<file path="config.mk">
export PLATFORM = sky130hd
export DESIGN_NAME = plrtb_ctrl
export DESIGN_NICKNAME = d
export VERILOG_FILES = /design/src/hdl/plrtb_pkg.sv /design/src/hdl/plrtb_ctrl.sv
export SDC_FILE = /design/constraint.sdc
export NUM_CORES = 1
export LEC_CHECK = 0
export BUFFER_PORTS_ARGS = -buffer_cell sky130_fd_sc_hd__clkbuf_2
export CAP_MARGIN = 5
export CORE_AREA = 2 2 39 41
export CTS_CLUSTER_DIAMETER = 60
export DETAILED_ROUTE_END_ITERATION = 10
export DIE_AREA = 0 0 41 43
export GPL_ROUTABILITY_DRIVEN = 0
export GPL_TIMING_DRIVEN = 1
export PLACE_DENSITY_LB_ADDON = 0.2
export SYNTH_ARGS = -nofsm -noshare
export SYNTH_HDL_FRONTEND = slang
export SYNTH_SLANG_ARGS = --single-unit
</file>
<file path="constraint.sdc">
create_clock -name clock -period 1.75 [get_ports clock]
set_clock_uncertainty 0.15 [all_clocks]
set_input_delay 0.0875 -clock clock [delete_from_list [all_inputs] [get_ports clock]]
set_output_delay 0.0875 -clock clock [all_outputs]
set_load 0.005 [all_outputs]
</file>
<file path="src/hdl/plrtb_pkg.sv">
`default_nettype none
package plrtb_pkg;

   localparam int TABLE_ENTRIES = 256;
   localparam int CHANNEL_BITS = 16;
   localparam int IDX_W = 8;
   localparam int LEN_W = IDX_W + 1;
   localparam int CNT_W = $clog2(CHANNEL_BITS + 1);
   localparam int LANES = 3;

   localparam logic [1:0] CMD_COLOR = 2'd0;
   localparam logic [1:0] CMD_OPACITY = 2'd1;
   localparam logic [1:0] CMD_READ = 2'd2;
   localparam logic [1:0] CMD_NONE = 2'd3;

   typedef struct packed {
      logic [1:0] cmd;
      logic first_point;
      logic [IDX_W-1:0] point_index;
      logic [CHANNEL_BITS-1:0] red_in;
      logic [CHANNEL_BITS-1:0] green_in;
      logic [CHANNEL_BITS-1:0] blue_in;
      logic [CHANNEL_BITS-1:0] opacity_in;
   } req_type;

   typedef struct packed {
      logic [CHANNEL_BITS-1:0] red_out;
      logic [CHANNEL_BITS-1:0] green_out;
      logic [CHANNEL_BITS-1:0] blue_out;
      logic [CHANNEL_BITS-1:0] alpha_out;
      logic in_table;
   } rsp_type;

   typedef struct packed {
      logic cap;
      logic clear;
      logic record;
      logic grow;
      logic div_start;
      logic fill_init;
      logic fill_step;
      logic rd;
   } ctrl_cmd_type;

   typedef struct packed {
      logic [1:0] cmd;
      logic chain_start;
      logic descending;
      logic same_index;
      logic div_done;
      logic fill_last;
   } ctrl_status_type;

endpackage
`default_nettype wire

</file>
<file path="src/hdl/plrtb_ctrl.sv">
`default_nettype none
module plrtb_ctrl (
   input wire logic clock,
   input wire logic reset,
   input wire logic start,
   input wire plrtb_pkg::ctrl_status_type status,
   output plrtb_pkg::ctrl_cmd_type cmd,
   output logic busy,
   output logic rsp_valid
);
   import plrtb_pkg::*;

   localparam logic [2:0] ST_IDLE = 3'd0;
   localparam logic [2:0] ST_DECIDE = 3'd1;
   localparam logic [2:0] ST_DIV = 3'd2;
   localparam logic [2:0] ST_FILL = 3'd3;
   localparam logic [2:0] ST_RESP = 3'd4;

   logic [2:0] state_ff, state_in;

   always_comb begin
      cmd = '0;
      state_in = state_ff;
      unique case (state_ff)
         ST_IDLE: begin
            if (start) begin
               cmd.cap = 1'b1;
               state_in = ST_DECIDE;
            end
         end
         ST_DECIDE: begin
            state_in = ST_IDLE;
            unique case (status.cmd)
               CMD_READ: begin
                  cmd.rd = 1'b1;
                  state_in = ST_RESP;
               end
               CMD_COLOR, CMD_OPACITY: begin
                  if (status.chain_start) begin
                     cmd.record = 1'b1;
                     cmd.clear = status.cmd == CMD_COLOR;
                  end else if (status.same_index) begin
                     cmd.record = 1'b1;
                  end else if (!status.descending) begin
                     cmd.div_start = 1'b1;
                     state_in = ST_DIV;
                  end
               end
               default: begin
               end
            endcase
         end
         ST_DIV: begin
            if (status.div_done) begin
               cmd.fill_init = 1'b1;
               state_in = ST_FILL;
            end
         end
         ST_FILL: begin
            cmd.fill_step = 1'b1;
            if (status.fill_last) begin
               cmd.record = 1'b1;
               cmd.grow = status.cmd == CMD_COLOR;
               state_in = ST_IDLE;
            end
         end
         ST_RESP: begin
            state_in = ST_IDLE;
         end
         default: begin
            state_in = ST_IDLE;
         end
      endcase
   end

   always_ff @(posedge clock) begin
      if (reset) begin
         state_ff <= ST_IDLE;
      end else begin
         state_ff <= state_in;
      end
   end

   assign busy = state_ff != ST_IDLE;
   assign rsp_valid = state_ff == ST_RESP;

   a_rsp_single: assert property (@(posedge clock) disable iff (reset)
      rsp_valid |=> !rsp_valid) else $error("response strobe held");
   a_rsp_after_read: assert property (@(posedge clock) disable iff (reset)
      cmd.rd |=> rsp_valid) else $error("read without response");
   a_fill_after_div: assert property (@(posedge clock) disable iff (reset)
      cmd.fill_init |-> $past(state_ff) == ST_DIV || $past(state_ff) == ST_DECIDE)
      else $error("fill started without division");
   a_no_step_while_div: assert property (@(posedge clock) disable iff (reset)
      cmd.fill_step |-> status.div_done) else $error("fill before division done");

endmodule
`default_nettype wire

</file>
# == Word-level counts from Yosys, hierarchy flattened ==
# Index checks and enable logic that the tools add are counted.
# classes
n_eq_ne,9
mux,28
reduce_logical,5
# ops
op,count
two-way mux 1 bit,17
two-way mux 3 bit,5
one-hot mux 3 bit (4 select lines),1
"equality test 3 x 2 -> 1 bit, second input constant",2
two-way mux 2 bit,3
"inequality test 2 bit, second input constant",3
one-hot mux 3 bit (2 select lines),1
"equality test 3 x 1 -> 1 bit, second input constant",1
"equality test 3 bit, second input constant",1
logical NOT 3 bit,1
AND reduction 3 bit,1
nonzero test 3 bit,1
"equality test 2 x 1 -> 1 bit, second input constant",1
"equality test 2 bit, second input constant",1
logical NOT 2 bit,1
one-hot mux 1 bit (2 select lines),1
OR reduction 2 bit,1
# totals
ff_bits,3
inputBits,10

# == Longest topological paths before layout ==
# Gate-level depths: netlist (run 1).
# logic_depth
ltp_word,5
ltp_mapped,3

# == Worst setup path after synthesis (run 1) ==
# No wires, ideal clock.
# synth_timing
kind,register -> register
start,register state_ff[2]
end,register state_ff[2]
setup_ns,0.065
arrival_ns,1.008
required_time_ns,1.535
path_slack_ns,0.527
stages_incl_launch_ff,4
synth_period_minus_slack_ns,1.223
cell_sequence,dfxtp_1 -> nand2b_2 -> nor4b_2 -> nor2b_1
# synth_between
elab_chain_len,3
elab_cells_between_ends,9
# synth_lines
item,line,text
"start, declared",plrtb_ctrl.sv:19,"logic [2:0] state_ff, state_in;"
"start signal, assigned",plrtb_ctrl.sv:80,state_ff <= state_in;
equality test 3 x 2 -> 1 bit / logical NOT 3 bit (equally long branches),plrtb_ctrl.sv:24,unique case (state_ff)
inequality test 2 bit (no source line),n/a,
AND reduction 3 bit (no source line),n/a,
# Parallel ways exist; a longest one is shown, timed or not.
# A chain may end at the register's enable or synchronous reset.

==> results of run 1 <==
[worst max-delay path, stage by stage (launching register included)]
cell and delay, ns:
dfxtp_1 0.33, nand2b_2 0.26, nor4b_2 0.32, clkbuf_2 0.16
[where the power goes]
group          switching [mW]  total, mW  internal (mW)
sequential            0.00499     0.0769         0.0719
combinational          0.0241     0.0496         0.0255
clock                  0.0327      0.118         0.0852
[synthesized netlist by cell type]
master	instances	area [µm²]
nand2_1	4	15.0
and3_1	1	6.26
nor3_1	3	15.0
nor2b_1	2	12.5
o21ai_0	2	10.0
a21oi_1	2	10.0
dfxtp_1	3	60.1
nor4b_2	1	15.0
nor4_1	1	6.26
nand2b_2	1	8.76
inv_1	2	7.51
nor3_4	1	16.3
or4_4	1	11.3
o21a_1	1	7.51
a31oi_1	1	6.26
nor2_1	3	11.3
or3_1	1	6.26
[final cells by class]
class | instances | area [µm²] | share of cell area, %
Tap cell | 16 | 20.0 | 5.18
Inverter | 2 | 7.51 | 1.94
Clock buffer | 4 | 26.3 | 6.80
Multi-Input combinational cell | 25 | 158 | 40.8
Sequential cell | 3 | 60.1 | 15.5
Timing Repair Buffer | 21 | 115 | 29.8
[metal layers]
metal  wire length, µm  share of wire, %  track usage, %
met1               247                37            8.36
met2               389                58            14.4
met3                33               4.9            4.71
met4                 0                 0            4.00
met5                 0                 0               0
[cell usage in the layout, fill, tap and decap left out]
cell type,n
dfxtp_1,3
dlygate4sd3_1,2
inv_1,2
nor3_4,1
o21ai_0,2
nor2_1,3
or3_1,1
nor2b_1,2
nor4b_2,1
nor3_1,3
nand2_1,4
or4_4,1
clkbuf_4,3
a21oi_1,2
nand2b_2,1
o21a_1,1
nor4_1,1
clkbuf_2,19
a31oi_1,1
clkbuf_1,1
and3_1,1
[path summary, 6_finish.rpt]
kind | end | slack, ns | cells past startpoint
hold reg to reg | state_ff[0] | 0.43 | 2
hold / removal | state_ff[0] | 0.003 | 3
setup / recovery | cmd[0] | 0.21 | 3
setup reg to reg | state_ff[2] | 0.45 | 3
[per-stage QoR]
step / std cells / util, %
after floorplan: 30 / -
after global placement: 65 / 24.6
after detailed placement: 65 / 24.6
after CTS: 71 / 27.9
after global routing: 71 / 27.9
final: 71 / 27.9
[what timing repair did]
action | 4_1_cts | 5_1_grt
hold buffers | 2 | 0
endpoints found under the hold margin | 3 | 0
resized for setup | 0 | 0
[logic make-up after synthesis]
kind of cell / Yosys count / share of synthesized area [%]
compound gates: 6 / 15.0
buf+inv: 2 / 3.33
flops: 3 / 26.7
simple gates: 19 / 55.0
==> impl_results.md, run 1 <==
- Run status: finished, final reports clean
- Core area: 1380 µm²
- Worst min path class: primary input to flip-flop
- Worst vdd ir: 0.000401 V
- Netlist cell types: 17
- Largest Register: state_ff
- Clock root cell: clkbuf_4
- Area after DPL: 340 µm²
- Vias: 301
- Routed wire length: 670 µm
- Die area: 1760 µm²
- Setup TNS: 0 ns
- Area grow syn2layout: 71.7%
- Later-pin clock latency in the skew report: 0.23 ns
- Vias in the first global route: 279
- Syn avg cell area: 7.51 µm²
- Period utilisation layout: 87.9%
- Slew @ Worst Pin: 0.319 ns
- CP Max Fanout: 6
- Fin crit period: 1.54 ns
- Syn Inst Count: 30
- Ys Warns: 0
- DR iter-0 viols: 4
- Top flop regs: state_ff x3
- TritonCTS Buffers: 3
- Total Routing Usage GR: 8.73%
- Pre-CTS setup slack: 0.438 ns
- Nets: 66
- Initial core utilization: 16.3%
- Cell area after layout: 387 µm²
- Hold path startpoint: start
- GRT overflow: 0
- Worst setup margin: 0.212 ns
- CP arrival: 1.30 ns
- Htree depth: 1
- Max-Cap Viols: 0
- IO Pins: 20
- WHS: 0.00338 ns
- Fill cells: 158
- Total power: 0.244 mW
- Postcts setup bufs: 0
- Slew Limit Fails: 0
- Hpwl dp: 542 µm
- Cell Area, Synth: 225 µm²
- Post-synthesis sequential area ratio: 26.7%
- Antenna violations before repair: 0
- Crit path kind: flip-flop to output port
- Count of input and output buffers: 19
- Drt drc: 0
- Post-Synthesis Net Count: 40
- Reg2reg start: state_ff[2]
- Power Dens Cells: 632 nW/µm²
- Total clock sinks: 3
- CP startpoint kind: flip-flop
- CP endpoint kind: output port
- Die Wd: 41 µm
- Slew Limit Headroom: 78.7%
- Share of layout cells above drive strength 1: 47.3%
- Final setup fails: 0
- Final Hold Fails: 0
- Routed WL per cell: 9.44 µm
- Fmax: 650 MHz
- Max Root-Sink Buffers: 2
- Final ANT Viol Nets: 0
- Reg clk slew, reported paths: 0.04 ns
- Static Leak: 0.184 nW
- First-pass DRT Iterations: 3
- CTS tree: done
- CP startpoint: state_ff[2]
- RSZ-0062 raised after global routing: no
- Largest register FFs: 3
- First-pass GRT wire length: 1.01 mm
- Worst EP required: 1.51 ns
- Synth Register Bits: 3
- Largest net degree at the start of global routing: 9
- Drt via density: 4.24
- Die height: 43 µm
- Row count: 14
- Diodes inserted: 0
(Power assumes the default switching activity.)
==> run 2, diff against run 1 <==
--- a/config.mk
+++ b/config.mk
@@ -13,6 +13,7 @@
 export DIE_AREA = 0 0 41 43
 export GPL_ROUTABILITY_DRIVEN = 0
 export GPL_TIMING_DRIVEN = 1
+export MAX_ROUTING_LAYER = met4
 export PLACE_DENSITY_LB_ADDON = 0.2
 export SYNTH_ARGS = -nofsm -noshare
 export SYNTH_HDL_FRONTEND = slang
==> constraint.sdc (replaced) <==
create_clock -name clock -period 1.6 [get_ports clock]
set_clock_uncertainty 0.15 [all_clocks]
set_input_delay 0.08 -clock clock [delete_from_list [all_inputs] [get_ports clock]]
set_output_delay 0.08 -clock clock [all_outputs]
set_load 0.005 [all_outputs]
==> impl_results.md, run 2 (synthesis gave the netlist of run 1 again) <==
- Run status: finished, final reports clean
- Cell area after layout: 405 µm²
- First-pass DRT Iterations: 2
- RSZ-0062 raised after global routing: no
- Die Wd: 41 µm
- Max Root-Sink Buffers: 2
- FF-to-FF path depth: 3
- Later-pin clock latency in the skew report: 0.23 ns
- Power Dens Cells: 672 nW/µm²
- Placed Cells: 65
- Area after DPL: 340 µm²
- Fin crit period: 1.50 ns
- Count of input and output buffers: 19
- Reg2reg start: state_ff[2]
- Commonest non-fill, non-tap cell in the layout: clkbuf_2
- Antenna violations before repair: 0
- Routed wire length: 673 µm
- Slew @ Worst Pin: 0.375 ns
- Drt drc: 0
- Worst EP required: 1.37 ns
- Top flop regs: state_ff x3
- Vias in the first global route: 287
- Worst path cell trace: nand2b_2 > nor4b_4 > clkbuf_2
- Max-Cap Viols: 0
- Total clock sinks: 3
- TritonCTS Buffers: 3
- Crit path kind: flip-flop to output port
- Initial core utilization: 16.3%
- Routed WL per cell: 9.35 µm
- CP arrival: 1.27 ns
- Largest Register: state_ff
- R2R Path End: state_ff[2]
- Postcts setup bufs: 0
- Drt via density: 4.26
- Most frequent cells in the layout: clkbuf_2, nand2_1
- Worst Setup EP: cmd[0]
- CP Max Fanout: 6
- Nets: 67
- R2R Setup Slk: 0.34 ns
- Hpwl dp: 530 µm
- Multi-input gate area: 166 µm²
- Final Hold Fails: 0
- Setup TNS: 0 ns
- WHS: 0.0438 ns
- Final cell count without fillers: 72
- Slew Limit Fails: 0
- Row count: 14
- DR iter-0 viols: 2
- Clock root cell: clkbuf_4
- Htree depth: 1
- CP startpoint kind: flip-flop
- CP endpoint kind: output port
- Diodes inserted: 0
- Fmax: 665 MHz
- Core area: 1380 µm²
- Vias: 307
- Area grow syn2layout: 80.0%
- Total Routing Usage GR: 8.85%
- Largest register FFs: 3
- Reg clk slew, reported paths: 0.03 ns
- Worst vdd ir: 0.000301 V
- CTS tree: done
- Die area: 1760 µm²
- Share of layout cells above drive strength 1: 46.4%
- Die height: 43 µm
- Register Area: 60.1 µm²
- Static Leak: 0.192 nW
- CP max stage delay: 0.34 ns
- Largest net degree at the start of global routing: 9
- GRT overflow: 0
- Worst min path class: primary input to flip-flop
- Final ANT Viol Nets: 0
- Slew Limit Headroom: 75.0%
- Period utilisation layout: 94.0%
- Final setup fails: 0
- First-pass GRT wire length: 1.03 mm
- Critical path's slowest cell: dfxtp_1
- Fill cells: 156
- Util after Layout: 29.3%
- CP startpoint: state_ff[2]
- IO Pins: 20
run 2: cell count changes in the layout (fill, tap and decap cells not counted):
cell / before / now
nor4b_2: 1 / 0
nor4b_4: 0 / 1
dlygate4sd3_1: 2 / 3
run 2: worst max-delay path, delay by kind of cell, from the launching register on:
family	cells	cell delay (ns)
buffers and inverters	1	0.15
flip-flops	1	0.34
AND/OR/NAND/NOR	2	0.56
run 2: power by group:
group	internal [mW]	switching, mW	total, mW	leakage [nW]
sequential	0.0787	0.00545	0.0841	0.0245
clock	0.0933	0.0365	0.130	0.0150
combinational	0.0307	0.0277	0.0584	0.153
total	0.203	0.0696	0.272	0.192
run 2: metrics by stage:
step                setup WS (ns)  total power [mW]
CTS                        0.0517             0.280
finish                     0.0961             0.272
detailed placement          0.310             0.136
global route              0.00869             0.290
global placement            0.314             0.136
floorplan                   0.377             0.109
run 2: worst min-delay path by stage:
stage          startpoint  slack (ns)  depth (start not counted)     endpoint
2_1_floorplan       reset       0.002                          1  state_ff[2]
3_3_place_gp        reset        0.13                          2  state_ff[2]
3_5_place_dp        reset        0.11                          2  state_ff[2]
4_1_cts         status[5]        0.02                          3  state_ff[2]
5_1_grt         status[5]        0.06                          3  state_ff[2]
6_report        status[5]        0.04                          3  state_ff[2]
run 2: layout make-up:
type	count	share of cell area (%)
repair buffers	22	30.9
clock buffers	4	6.48
multi-input cells	25	41.0
flip-flops and latches	3	14.8
inverters	2	1.85
well taps	16	4.94
run 2: what timing repair did:
| item | 4_1_cts | 5_1_grt |
|---|---|---|
| setup endpoints to repair | 0 | 1 |
| hold buffers | 3 | 0 |
| resized for setup | 0 | 1 |
| hold endpoints to repair | 3 | 0 |
run 2: per-layer routing:
metal  routed length (µm)  share of wire, %  GRT usage, %
met4                    0                 0          6.00
met2                  416                62          14.4
met3                   24               3.6          1.57
met1                  233                35          9.00
met5                    0                 0             -
